[src/hw/rtl/line_path_stepper_assert.svh]
// ----------------------------------------------------------------------------
// Line path stepper assertion macros
// Shared concurrent assertion forms for the stepper modules. Each use expects
// a clock named clk and a synchronous reset named rst in the enclosing module.
// ----------------------------------------------------------------------------
`ifndef LINE_PATH_STEPPER_ASSERT_SVH
`define LINE_PATH_STEPPER_ASSERT_SVH

// The consequent must hold in the same cycle as the antecedent.
`define LPS_ASSERT_NOW(label, ante, cons, msg) \
  label: assert property (@(posedge clk) disable iff (rst) (ante) |-> (cons)) \
    else $error(msg);

// The consequent must hold in the cycle after the antecedent.
`define LPS_ASSERT_NEXT(label, ante, cons, msg) \
  label: assert property (@(posedge clk) disable iff (rst) (ante) |=> (cons)) \
    else $error(msg);

`endif

[src/hw/rtl/lps_pkg.sv]
// ----------------------------------------------------------------------------
// Line path stepper package
// Shared constants, codes and control types of the line path stepper.
// ----------------------------------------------------------------------------
package lps_pkg;

  // Default geometry of the walk.
  localparam int COORD_BITS_DEF     = 12;
  localparam int STEPS_PER_TILE_DEF = 15;

  // Tile coordinates are reported in a fixed field width.
  localparam int TILE_BITS = 9;

  // Word kinds on the input channel.
  typedef enum logic {
    MODE_LOAD = 1'b0,
    MODE_TICK = 1'b1
  } mode_t;

  // Control from the pipeline to the step core.
  typedef struct packed {
    logic fire;  // a word leaves the input stage this cycle
    logic tick;  // the word advances the walk instead of loading a path
  } step_ctrl_t;

endpackage

[src/hw/rtl/lps_tile_div.sv]
// ----------------------------------------------------------------------------
// Tile divider
// Divides a coordinate by the constant sub-steps per tile using a multiply by
// a rounded-up reciprocal and a shift, which is exact for every coordinate.
// ----------------------------------------------------------------------------
module lps_tile_div #(
  parameter int COORD_BITS     = lps_pkg::COORD_BITS_DEF,
  parameter int STEPS_PER_TILE = lps_pkg::STEPS_PER_TILE_DEF
) (
  input  logic [COORD_BITS-1:0]          coord,
  output logic [lps_pkg::TILE_BITS-1:0]  tile
);

  // Six extra fraction bits cover every divisor up to 64.
  localparam int SHIFT     = COORD_BITS + 6;
  localparam int MULT_BITS = SHIFT + 1;
  localparam int PROD_BITS = COORD_BITS + MULT_BITS;
  localparam longint unsigned RECIP_L =
    ((64'd1 << SHIFT) + STEPS_PER_TILE - 1) / STEPS_PER_TILE;
  localparam logic [MULT_BITS-1:0] RECIP = RECIP_L[MULT_BITS-1:0];

  logic [PROD_BITS-1:0] prod;

  // The quotient is the upper part of the product; the tile field keeps its low bits.
  assign prod = PROD_BITS'(coord) * PROD_BITS'(RECIP);
  assign tile = prod[SHIFT +: lps_pkg::TILE_BITS];

endmodule

[src/hw/rtl/lps_step_core.sv]
// ----------------------------------------------------------------------------
// Step core
// Holds the walk state and computes one load or one Bresenham tick per cycle.
// ----------------------------------------------------------------------------
`include "line_path_stepper_assert.svh"

module lps_step_core #(
  parameter int COORD_BITS = lps_pkg::COORD_BITS_DEF
) (
  input  logic                clk,
  input  logic                rst,
  input  lps_pkg::step_ctrl_t ctrl,
  input  logic [COORD_BITS-1:0] src_x,
  input  logic [COORD_BITS-1:0] src_y,
  input  logic [COORD_BITS-1:0] dst_x,
  input  logic [COORD_BITS-1:0] dst_y,
  output logic [COORD_BITS-1:0] res_pos_x,
  output logic [COORD_BITS-1:0] res_pos_y,
  output logic                res_at_dest
);

  localparam int DELTA_BITS = COORD_BITS + 2;
  localparam int ERR_BITS   = COORD_BITS + 4;
  localparam int SUM_BITS   = DELTA_BITS + 1;

  // Walk state.
  logic [COORD_BITS-1:0]        position_x, position_y, target_x, target_y;
  logic signed [DELTA_BITS-1:0] remaining_dx, remaining_dy;
  logic signed [ERR_BITS-1:0]   error_term;
  logic                         major_is_y;

  logic [COORD_BITS-1:0]        position_x_next, position_y_next;
  logic [COORD_BITS-1:0]        target_x_next, target_y_next;
  logic signed [DELTA_BITS-1:0] remaining_dx_next, remaining_dy_next;
  logic signed [ERR_BITS-1:0]   error_term_next;
  logic                         major_is_y_next;

  // Load terms.
  logic [COORD_BITS-1:0]      abs_dx, abs_dy;
  logic signed [ERR_BITS-1:0] load_ex, load_ey, load_err;
  logic                       load_at_dest;

  // Tick terms.
  logic signed [SUM_BITS-1:0] cur_sum;
  logic                       arrived;
  logic signed [ERR_BITS-1:0] ext_dx, ext_dy, err_inc, err_stepped;
  logic                       minor_step;

  // Move one unit toward the target, or stay when already there.
  function automatic logic [COORD_BITS-1:0] toward(input logic [COORD_BITS-1:0] p,
                                                   input logic [COORD_BITS-1:0] t);
    logic [COORD_BITS-1:0] r;
    if (p < t) begin
      r = p + 1'b1;
    end else if (p > t) begin
      r = p - 1'b1;
    end else begin
      r = p;
    end
    return r;
  endfunction

  // Absolute deltas and the initial error term of a new path.
  always_comb begin
    abs_dx  = (src_x > dst_x) ? (src_x - dst_x) : (dst_x - src_x);
    abs_dy  = (src_y > dst_y) ? (src_y - dst_y) : (dst_y - src_y);
    load_ex = signed'(ERR_BITS'(abs_dx));
    load_ey = signed'(ERR_BITS'(abs_dy));
    if (abs_dx < abs_dy) begin
      load_err = (load_ex <<< 1) - load_ey;
    end else if (abs_dy < abs_dx) begin
      load_err = (load_ey <<< 1) - load_ex;
    end else begin
      load_err = '0;
    end
    load_at_dest = (abs_dx == '0) && (abs_dy == '0);
  end

  // Remaining distance test and the error update of one tick.
  always_comb begin
    cur_sum = SUM_BITS'(remaining_dx) + SUM_BITS'(remaining_dy);
    arrived = cur_sum[SUM_BITS-1] || (cur_sum == '0);
    ext_dx  = ERR_BITS'(remaining_dx);
    ext_dy  = ERR_BITS'(remaining_dy);
    if (major_is_y) begin
      err_inc = error_term[ERR_BITS-1] ? (ext_dx <<< 1) : ((ext_dx - ext_dy) <<< 1);
    end else begin
      err_inc = error_term[ERR_BITS-1] ? (ext_dy <<< 1) : ((ext_dy - ext_dx) <<< 1);
    end
    err_stepped = error_term + err_inc;
    minor_step  = !err_stepped[ERR_BITS-1];
  end

  // Next state of the walk.
  always_comb begin
    position_x_next   = position_x;
    position_y_next   = position_y;
    target_x_next     = target_x;
    target_y_next     = target_y;
    remaining_dx_next = remaining_dx;
    remaining_dy_next = remaining_dy;
    error_term_next   = error_term;
    major_is_y_next   = major_is_y;
    res_at_dest       = arrived;
    if (ctrl.tick) begin
      if (!arrived) begin
        res_at_dest     = 1'b0;
        error_term_next = err_stepped;
        if (major_is_y) begin
          remaining_dy_next = remaining_dy - 1'b1;
          position_y_next   = toward(position_y, target_y);
          if (minor_step) begin
            remaining_dx_next = remaining_dx - 1'b1;
            position_x_next   = toward(position_x, target_x);
          end
        end else begin
          remaining_dx_next = remaining_dx - 1'b1;
          position_x_next   = toward(position_x, target_x);
          if (minor_step) begin
            remaining_dy_next = remaining_dy - 1'b1;
            position_y_next   = toward(position_y, target_y);
          end
        end
      end
    end else begin
      position_x_next   = src_x;
      position_y_next   = src_y;
      target_x_next     = dst_x;
      target_y_next     = dst_y;
      remaining_dx_next = signed'({2'b00, abs_dx});
      remaining_dy_next = signed'({2'b00, abs_dy});
      error_term_next   = load_err;
      major_is_y_next   = abs_dx < abs_dy;
      res_at_dest       = load_at_dest;
    end
  end

  assign res_pos_x = position_x_next;
  assign res_pos_y = position_y_next;

  // State registers advance only when a word is consumed.
  always_ff @(posedge clk) begin
    if (rst) begin
      position_x   <= '0;
      position_y   <= '0;
      target_x     <= '0;
      target_y     <= '0;
      remaining_dx <= '0;
      remaining_dy <= '0;
      error_term   <= '0;
      major_is_y   <= 1'b0;
    end else if (ctrl.fire) begin
      position_x   <= position_x_next;
      position_y   <= position_y_next;
      target_x     <= target_x_next;
      target_y     <= target_y_next;
      remaining_dx <= remaining_dx_next;
      remaining_dy <= remaining_dy_next;
      error_term   <= error_term_next;
      major_is_y   <= major_is_y_next;
    end
  end

  // A load picks y as the major axis exactly when its delta is the larger one.
  `LPS_ASSERT_NEXT(a_load_major, ctrl.fire && !ctrl.tick, major_is_y == (remaining_dy > remaining_dx), "load chose the wrong major axis")

  // A tick that finds the walk finished leaves the position alone.
  `LPS_ASSERT_NEXT(a_arrived_holds, ctrl.fire && ctrl.tick && arrived, $stable(position_x) && $stable(position_y), "finished walk moved")

endmodule

[src/hw/rtl/line_path_stepper.sv]
// An accepted word passes the input, step and output registers in order.
// Throughput: one word per cycle unless stalled; the walk state is updated
// combinationally from its own registers; the tile divide has its own stage.
// Reset clears the walk state to zero and empties all pipeline stages.
// ----------------------------------------------------------------------------
// Line path stepper
// Walks a point toward a destination one sub-tile step per tick word and
// reports the position, its tile coordinates and the arrival flag.
// ----------------------------------------------------------------------------
`include "line_path_stepper_assert.svh"

module line_path_stepper #(
  parameter int COORD_BITS     = lps_pkg::COORD_BITS_DEF,
  parameter int STEPS_PER_TILE = lps_pkg::STEPS_PER_TILE_DEF
) (
  input  logic                          clk,
  input  logic                          rst,
  input  logic                          item_valid,
  output logic                          item_stall,
  input  logic                          mode,
  input  logic [COORD_BITS-1:0]         src_x,
  input  logic [COORD_BITS-1:0]         src_y,
  input  logic [COORD_BITS-1:0]         dst_x,
  input  logic [COORD_BITS-1:0]         dst_y,
  output logic                          result_valid,
  input  logic                          result_stall,
  output logic [COORD_BITS-1:0]         pos_x,
  output logic [COORD_BITS-1:0]         pos_y,
  output logic [lps_pkg::TILE_BITS-1:0] tile_x,
  output logic [lps_pkg::TILE_BITS-1:0] tile_y,
  output logic                          at_destination
);

  // Input stage.
  logic                  a_vld;
  logic                  a_mode;
  logic [COORD_BITS-1:0] a_src_x, a_src_y, a_dst_x, a_dst_y;

  // Step stage.
  logic                  b_vld;
  logic [COORD_BITS-1:0] b_pos_x, b_pos_y;
  logic                  b_at_dest;

  logic                  accept, en_b, en_c;
  lps_pkg::step_ctrl_t   ctrl;
  logic [COORD_BITS-1:0] step_pos_x, step_pos_y;
  logic                  step_at_dest;
  logic [lps_pkg::TILE_BITS-1:0] div_tile_x, div_tile_y;

  // Stage enables: each stage moves when the one after it is empty or moving.
  assign en_c       = b_vld && (!result_valid || !result_stall);
  assign en_b       = a_vld && (!b_vld || en_c);
  assign item_stall = a_vld && !en_b;
  assign accept     = item_valid && !item_stall;

  assign ctrl.fire = en_b;
  assign ctrl.tick = (a_mode == lps_pkg::MODE_TICK);

  lps_step_core #(
    .COORD_BITS (COORD_BITS)
  ) u_core (
    .clk         (clk),
    .rst         (rst),
    .ctrl        (ctrl),
    .src_x       (a_src_x),
    .src_y       (a_src_y),
    .dst_x       (a_dst_x),
    .dst_y       (a_dst_y),
    .res_pos_x   (step_pos_x),
    .res_pos_y   (step_pos_y),
    .res_at_dest (step_at_dest)
  );

  lps_tile_div #(
    .COORD_BITS     (COORD_BITS),
    .STEPS_PER_TILE (STEPS_PER_TILE)
  ) u_div_x (
    .coord (b_pos_x),
    .tile  (div_tile_x)
  );

  lps_tile_div #(
    .COORD_BITS     (COORD_BITS),
    .STEPS_PER_TILE (STEPS_PER_TILE)
  ) u_div_y (
    .coord (b_pos_y),
    .tile  (div_tile_y)
  );

  // Valid flags of the three stages.
  always_ff @(posedge clk) begin
    if (rst) begin
      a_vld        <= 1'b0;
      b_vld        <= 1'b0;
      result_valid <= 1'b0;
    end else begin
      if (accept) begin
        a_vld <= 1'b1;
      end else if (en_b) begin
        a_vld <= 1'b0;
      end
      if (en_b) begin
        b_vld <= 1'b1;
      end else if (en_c) begin
        b_vld <= 1'b0;
      end
      if (en_c) begin
        result_valid <= 1'b1;
      end else if (!result_stall) begin
        result_valid <= 1'b0;
      end
    end
  end

  // Payload registers.
  always_ff @(posedge clk) begin
    if (accept) begin
      a_mode  <= mode;
      a_src_x <= src_x;
      a_src_y <= src_y;
      a_dst_x <= dst_x;
      a_dst_y <= dst_y;
    end
    if (en_b) begin
      b_pos_x   <= step_pos_x;
      b_pos_y   <= step_pos_y;
      b_at_dest <= step_at_dest;
    end
    if (en_c) begin
      pos_x          <= b_pos_x;
      pos_y          <= b_pos_y;
      tile_x         <= div_tile_x;
      tile_y         <= div_tile_y;
      at_destination <= b_at_dest;
    end
  end

  // A held step result survives while the output word is stalled.
  `LPS_ASSERT_NEXT(a_step_kept, b_vld && result_valid && result_stall, b_vld, "step result lost under stall")

  // The output empties once its word is taken and nothing follows.
  `LPS_ASSERT_NEXT(a_out_drains, result_valid && !result_stall && !b_vld, !result_valid, "result word repeated")

  // The input side is only held off when the input stage is full and cannot move.
  `LPS_ASSERT_NOW(a_stall_cause, item_stall, a_vld && b_vld && result_valid && result_stall, "input stalled without back pressure")

endmodule
[config.mk]
export PLATFORM = sky130hd
export DESIGN_NAME = line_path_stepper
export DESIGN_NICKNAME = d
export VERILOG_FILES = /design/src/hw/rtl/lps_pkg.sv /design/src/hw/rtl/lps_tile_div.sv /design/src/hw/rtl/lps_step_core.sv /design/src/hw/rtl/line_path_stepper.sv
export VERILOG_INCLUDE_DIRS = /design/src /design/src/hw/rtl
export SDC_FILE = /design/constraint.sdc
export NUM_CORES = 1
export LEC_CHECK = 0
export BUFFER_PORTS_ARGS = -buffer_cell sky130_fd_sc_hd__buf_4
export CAP_MARGIN = 20
export CORE_MARGIN = 1.5
export CORE_UTILIZATION = 36
export CTS_CLUSTER_SIZE = 25
export DETAILED_ROUTE_END_ITERATION = 8
export GPL_TIMING_DRIVEN = 0
export PLACE_DENSITY_LB_ADDON = 0.08
export SYNTH_ARGS = -nofsm -noshare
export SYNTH_HDL_FRONTEND = slang
export SYNTH_SLANG_ARGS = --single-unit
[constraint.sdc]
create_clock -name clk -period 5.8 [get_ports clk]
set_input_delay 0.29 -clock clk [delete_from_list [all_inputs] [get_ports clk]]
set_output_delay 0.29 -clock clk [all_outputs]
set_load 0.01 [all_outputs]
==> results of run 1 <==
==> tightest hold or removal path: stages <==
cell      delay [ns]
clkbuf_1        0.23
nand2b_1        0.23
o32ai_1         0.09
==> logic make-up after synthesis <==
| family | share of synthesized area, % |
|---|---|
| AO/OA/AOI/OAI | 19.7 |
| AND/OR/NAND/NOR | 15.9 |
| multiplexers | 2.68 |
| buffers and inverters | 7.16 |
| adder cells (fa/ha/maj) | 22.0 |
| flip-flops | 27.9 |
| XOR/XNOR | 4.62 |
==> per-stage QoR <==
step / instances / hold WS (ns) / worst slack (ns) / total power [mW]
after floorplan: 2255 / 0.389 / 0.784 / 6.75
after global placement: 3039 / 0.403 / -0.842 / 8.44
after detailed placement: 3042 / 0.409 / -0.799 / 8.48
after CTS: 3145 / 0.272 / 0.00335 / 10.4
after global routing: 3165 / 0.333 / -0.0804 / 11.6
final: 3165 / 0.317 / 0.162 / 10.7
==> per-layer routing <==
| metal | global-route usage, % | up-vias |
|---|---|---|
| met5 | 0 | - |
| met4 | 6.65 | 0 |
| met3 | 3.18 | 93 |
| met2 | 37.8 | 515 |
| met1 | 33.4 | 8480 |
| li1 | - | 8448 |
==> repair_timing <==
action | CTS | global route
pin swaps | 0 | 13
gates cloned | 0 | 1
setup endpoints to repair | 69 | 92
resized for setup | 27 | 62
setup buffers | 2 | 19
hold endpoints to repair | 51 | 0
hold buffers | 51 | 0
==> area by class of cell <==
cell class | instances | area, sq um | share of cell area (%)
well taps | 688 | 861 | 3.74
plain buffers | 101 | 463 | 2.01
flip-flops and latches | 212 | 5420 | 23.5
clock inverters | 18 | 196 | 0.852
multi-input cells | 1689 | 13000 | 56.2
repair buffers | 172 | 1470 | 6.39
clock buffers | 32 | 726 | 3.15
inverters | 253 | 953 | 4.14
==> power groups by stage <==
stage,clock [mW],combinational (mW),sequential [mW]
detailed placement,0,6.35,2.13
global route,1.87,7.61,2.13
CTS,1.82,6.53,2.10
global placement,0,6.31,2.13
floorplan,0,4.72,2.03
finish,1.77,6.85,2.10
==> how the worst min path moves through the flow <==
stage                                   start                              endpoint  depth (start not counted)
after floorplan                      dst_x[0]                  a_dst_x[0]$_DFFE_PP_                          0
after global placement    b_at_dest$_DFFE_PP_              at_destination$_DFFE_PP_                          0
after detailed placement  b_at_dest$_DFFE_PP_              at_destination$_DFFE_PP_                          0
after CTS                                 rst  u_core.remaining_dy[10]$_SDFFE_PP0P_                          3
after global routing                      rst  u_core.remaining_dy[10]$_SDFFE_PP0P_                          3
final                                     rst  u_core.remaining_dy[10]$_SDFFE_PP0P_                          3
==> layout by cell type (no fill, tap or decap), types with 37 or more instances in the layout <==
cell,count
a21o_1,39
a21oi_1,214
buf_4,122
clkbuf_1,71
dfxtp_1,90
dlygate4sd3_1,51
edfxtp_1,117
fa_1,42
ha_1,268
inv_1,248
mux2i_1,37
nand2_1,186
nand3_1,61
nor2_1,144
nor3_1,49
o21ai_0,94
xnor2_1,57
==> impl_metrics.csv, run 1 <==
group,metric,value,unit
status,run_status,"complete, no violations",
cells_and_area,largestRegisters,"u_core.error_term: 15 flops, u_core.remaining_dx: 14 flops, u_core.remaining_dy: 14 flops",
sta,slew-limit-headroom,28.5,%
power_and_ir_drop,switching_share,46.8,%
routing,via_per_inst,5.54,
synthesis,syn-num-nets,2624,
routing,drcViolationCount,0,
synthesis,synth_edf_count,117,
cts,clkTransAtPathRegs,0.07,ns
sta,fmax,177,MHz
sta,rsz0062_at_grt,"true",
setup_path,slowest_delay,0.82,ns
cts,cts_inserted_buffers,27,
synthesis,yosysTopAreaCell,"edfxtp_1",
synthesis,synth_area,0.0194,sq mm
placement,hpwl,52600,um
setup_path,crit_path_frequent_cell,"inv_1",
setup_path,r2r-start,"a_src_x[0]$_DFFE_PP_",
synthesis,yosysSeqAreaShare,27.9,%
cells_and_area,largest_register_ffs,15,
setup_path,crit_type,"reg2reg",
setup_path,path_depth,21,
routing,wirelength,67000,um
sta,worst_pin_slew,1.07,ns
setup_path,startpoint,"a_src_x[0]$_DFFE_PP_",
sta,finalClockSkew,0.0186,ns
power_and_ir_drop,ir_drop,0.273,mV
power_and_ir_drop,clkPwrFrac,16.5,%
die,die_x,235,um
routing,wl_met1,31700,um
cells_and_area,drive_gt1_share,12.3,%
die,initial_core_util,36.7,%
cts,clock_sinks,212,
routing,vias,17500,
synthesis,yosysMostFrequentCell,"ha_1",
synthesis,ys.flop_type,"edfxtp_1",
synthesis,yosysWarnings,0,
placement,place_area,0.0211,sq mm
setup_path,path_cells,"inv_1 > ha_1 > inv_1 > fa_1 > a21o_1 > a31o_2 > o21a_1 > nor2_4 > buf_12 > mux2i_1 > xnor2_1 > inv_1 > ha_1 > nand4_1 > or2_2 > and3_4 > a21oi_4 > nand4b_1 > o41ai_1 > nand2_1 > a311oi_2",
global_route,antenna_found_initial,0,
placement,numPortBuffers,96,
routing,drtIter0Drc,1343,
global_route,grt_pass1_wl,102000,um
setup_path,critPathRequiredTime,6.27,ns
hold_path,min_path_type,"in2reg",
power_and_ir_drop,p_leak,9.83,nW
die,coreArea,0.0529,sq mm
sta,drv_slew,0,
synthesis,synth_area_leaders,"edfxtp_1, ha_1, dfxtp_1, a21oi_1, inv_1",
setup_path,worst-r2r-cell-count,21,
sta,hold_violations,0,
cells_and_area,regMostFlops,"u_core.error_term",
die,die_area,0.0553,sq mm
setup_path,cp-end-kind,"register",
routing,drtPass1Iterations,6,
setup_path,path_max_fanout,5,
sta,setup_viol,0,
synthesis,synth_common_cells,"ha_1, inv_1, a21oi_1",
sta,finalCritPeriodShare,97.2,%
global_route,grt.total_usage,23.7,%
cells_and_area,nets,2825,
power_and_ir_drop,p_int,5.70,mW
synthesis,async_flop_share,0,%
synthesis,synth_top_area_share,18.1,%
setup_path,crit_end,"u_core.error_term[14]$_SDFFE_PP0P_",
power_and_ir_drop,powerDensity,465,mW/mm^2
setup_path,critPathSlowestCell,"xnor2_1",
cts,cts-root-buf,"clkbuf_16",
die,die_h,235,um
synthesis,syn_avg_cell_area,8.60,sq um
synthesis,synth_seq_cells,212,
routing,dr.max_layer_used,"met4",
cts,cts_tree,"done",
power_and_ir_drop,seq_power_share,19.6,%
setup_path,cp-start-kind,"register",
cts,cts-htree-levels,1,
cells_and_area,final_area,0.0230,sq mm
setup_path,regToRegSetupSlack,0.16,ns
synthesis,netlist_instances,2255,
cells_and_area,num-fill-cells,5364,
global_route,gr-total-overflow,0,
global_route,grt_max_degree,32,
cts,cts.path.max_buffers,3,
routing,postRouteAntennaNets,0,
cells_and_area,area_growth,18.8,%
sta,final.setup.tns,0,ns
setup_path,cp_data_arrival_time,6.11,ns
setup_path,critPathBufInv,4,
sta,final.min_clock_period,5.64,ns
power_and_ir_drop,netSwitchingPower,5.02,mW
cts,worst_skew_pair.late_latency,0.58,ns
placement,place.gp.congestion,0.919,
job,drv_cap,0,
power_and_ir_drop,combPwrFrac,63.9,%
setup_path,worst_path_dominant_cell_family,"compound AO/OA/AOI/OAI gates",
die,ios,98,
setup_path,r2r-end,"u_core.error_term[14]$_SDFFE_PP0P_",
cells_and_area,num_antenna_cells,0,
global_route,grt_pass1_vias,16900,
die,rows,84,
routing,wl_per_cell,21.2,um
cells_and_area,postLayoutCoreUtil,43.6,%
routing,dr_wl_met2,30100,um
routing,met3WireLength,3580,um
synthesis,ys_types,103,
(Power assumes the default switching activity.)
==> inputs of run 2 (changes only) <==
CORE_UTILIZATION = 60   (was 36)
==> run 2 against run 1 <==
  * Final area shrank 2.6%
  * Register-to-register slack got worse by 0.04 ns
  * Die area down 40%
==> impl_metrics.csv, run 2 (synthesis gave the netlist of run 1 again) <==
group,metric,value,unit
routing,drtIter0Drc,2051,
sta,fmax,176,MHz
die,initial_core_util,61.2,%
setup_path,crit_type,"reg2reg",
setup_path,critPathRequiredTime,6.27,ns
job,drv_cap,0,
sta,whs,0.0163,ns
hold_path,min_path_type,"in2reg",
die,die_h,183,um
cells_and_area,layout_common_cells,"ha_1, inv_1, a21oi_1",
cts,clkTransAtPathRegs,0.06,ns
routing,postRouteAntennaNets,0,
sta,rsz0062_at_grt,"true",
sta,setup_viol,0,
global_route,antenna_found_initial,1,
cells_and_area,largest_register_ffs,15,
cells_and_area,final_common_cell,"ha_1",
cts,cts_tree,"done",
status,run_status,"complete, no violations",
sta,drv_slew,0,
global_route,gr-total-overflow,0,
routing,drtPass1Iterations,6,
setup_path,cp-start-kind,"register",
sta,final.min_clock_period,5.68,ns
global_route,grt_pass1_wl,93700,um
routing,wl_per_cell,21.4,um
global_route,grt_max_degree,35,
placement,place.gp.congestion,1.00,
cells_and_area,regMostFlops,"u_core.error_term",
cells_and_area,drive_gt1_share,11.2,%
cts,cts-htree-levels,1,
die,coreArea,0.0317,sq mm
cts,clock_sinks,212,
power_and_ir_drop,ir_drop,0.423,mV
cts,worst_skew_pair.late_latency,0.57,ns
global_route,grt.total_usage,36.0,%
routing,drcViolationCount,0,
power_and_ir_drop,powerDensity,476,mW/mm^2
die,die_area,0.0334,sq mm
die,ios,98,
placement,place_area,0.0207,sq mm
die,die_x,183,um
placement,hpwl,46600,um
cts,cts-root-buf,"clkbuf_16",
cells_and_area,largestRegisters,"u_core.error_term: 15 flops, u_core.remaining_dx: 14 flops, u_core.remaining_dy: 14 flops",
global_route,grt_pass1_vias,17300,
placement,numPortBuffers,96,
setup_path,cp-end-kind,"register",
power_and_ir_drop,p_leak,9.77,nW
setup_path,cp_data_arrival_time,6.14,ns
sta,slew-limit-headroom,33.0,%
cells_and_area,final_area,0.0224,sq mm
routing,via_per_inst,6.30,
sta,finalClockSkew,0.0217,ns
cts,cts.path.max_buffers,3,
cts,cts_inserted_buffers,26,
sta,finalCritPeriodShare,97.9,%
routing,vias,18100,
cells_and_area,area_growth,15.7,%
routing,wirelength,61300,um
die,rows,65,
setup_path,path_max_fanout,6,
sta,hold_violations,0,
sta,worst_pin_slew,1.01,ns
cells_and_area,nets,2814,
## run 2: cell count changes in the layout (fill, tap and decap cells not counted), moves of 3 or more
cell	delta
buf_4	-5
a21oi_1	+4
a21oi_2	-4
clkbuf_1	-4
clkinv_1	+4
clkinvlp_4	-4
ha_1	+3
## run 2: cell type report
cell class              instances  area (sq um)
repair buffers                162          1360
fillers                      2520          9280
flip-flops and latches        212          5420
plain buffers                 100           453
clock inverters                21           228
multi-input cells            1690         12900
well taps                     402           503
diodes                          1          2.50
inverters                     253           950
clock buffers                  27           654
## run 2: worst max-delay path, cell delays in order (launching register included)
cell and delay [ns]:
dfxtp_2 0.36, inv_1 0.15, ha_1 0.22, inv_1 0.07
fa_1 0.41, a21oi_2 0.17, o221ai_1 0.23, or2_2 0.35
mux2i_1 0.19, xnor2_1 0.12, a21oi_2 0.23, ha_1 0.31
nor2b_1 0.20, a2111oi_4 0.36, o211ai_2 0.23, a221oi_2 0.37
xor2_2 0.31, o211ai_4 0.21, or3_4 0.46, or4_1 0.43
a31oi_1 0.22
## run 2: worst paths after layout
check / from / to / slack, ns / depth (start not counted)
setup / recovery: u_core.remaining_dx[0]$_SDFFE_PP0P_ / u_core.position_y[7]$_SDFFE_PP0P_ / 0.12 / 20
hold / removal: item_valid / a_vld$_SDFFE_PP0P_ / 0.02 / 3
setup reg to reg: u_core.remaining_dx[0]$_SDFFE_PP0P_ / u_core.position_y[7]$_SDFFE_PP0P_ / 0.12 / 20
hold reg to reg: u_core.target_y[5]$_SDFFE_PP0P_ / u_core.target_y[5]$_SDFFE_PP0P_ / 0.46 / 2
## run 2: metrics by stage
step / util [%] / TNS, ns / setup WS, ns / total power, mW / instances
2_1_floorplan: - / 0 / 0.784 / 6.75 / 2255
3_3_place_gp: 65.0 / -6.20 / -0.616 / 8.19 / 2753
3_5_place_dp: 65.2 / -5.61 / -0.567 / 8.34 / 2755
4_1_cts: 69.8 / 0 / 0.0186 / 10.2 / 2853
5_1_grt: 70.7 / -0.267 / -0.0335 / 11.4 / 2867
6_report: 70.7 / 0 / 0.125 / 10.7 / 2868
## run 2: what timing repair did
action,CTS,global route
pin swaps,0,7
setup endpoints to repair,44,89
hold buffers,49,0
endpoints found under the hold margin,49,0
buffers inserted,1,14
gates resized for setup,16,54
gates cloned,0,1
## run 2: report_power, final
group	switching (mW)	leakage [nW]	total [mW]	internal (mW)
clock network	0.695	0.434	1.70	1.00
logic	4.07	7.45	6.89	2.82
registers	0.244	1.89	2.09	1.85
total	5.01	9.77	10.7	5.67
## run 2: layer usage
layer  GRT usage (%)  routed length (um)  up-vias
li1                -                   -     8436
met1            48.5               25300     8522
met2            58.4               27700      962
met3            6.75                5960      160
met4            11.9                2240        0
met5               0                   0        -
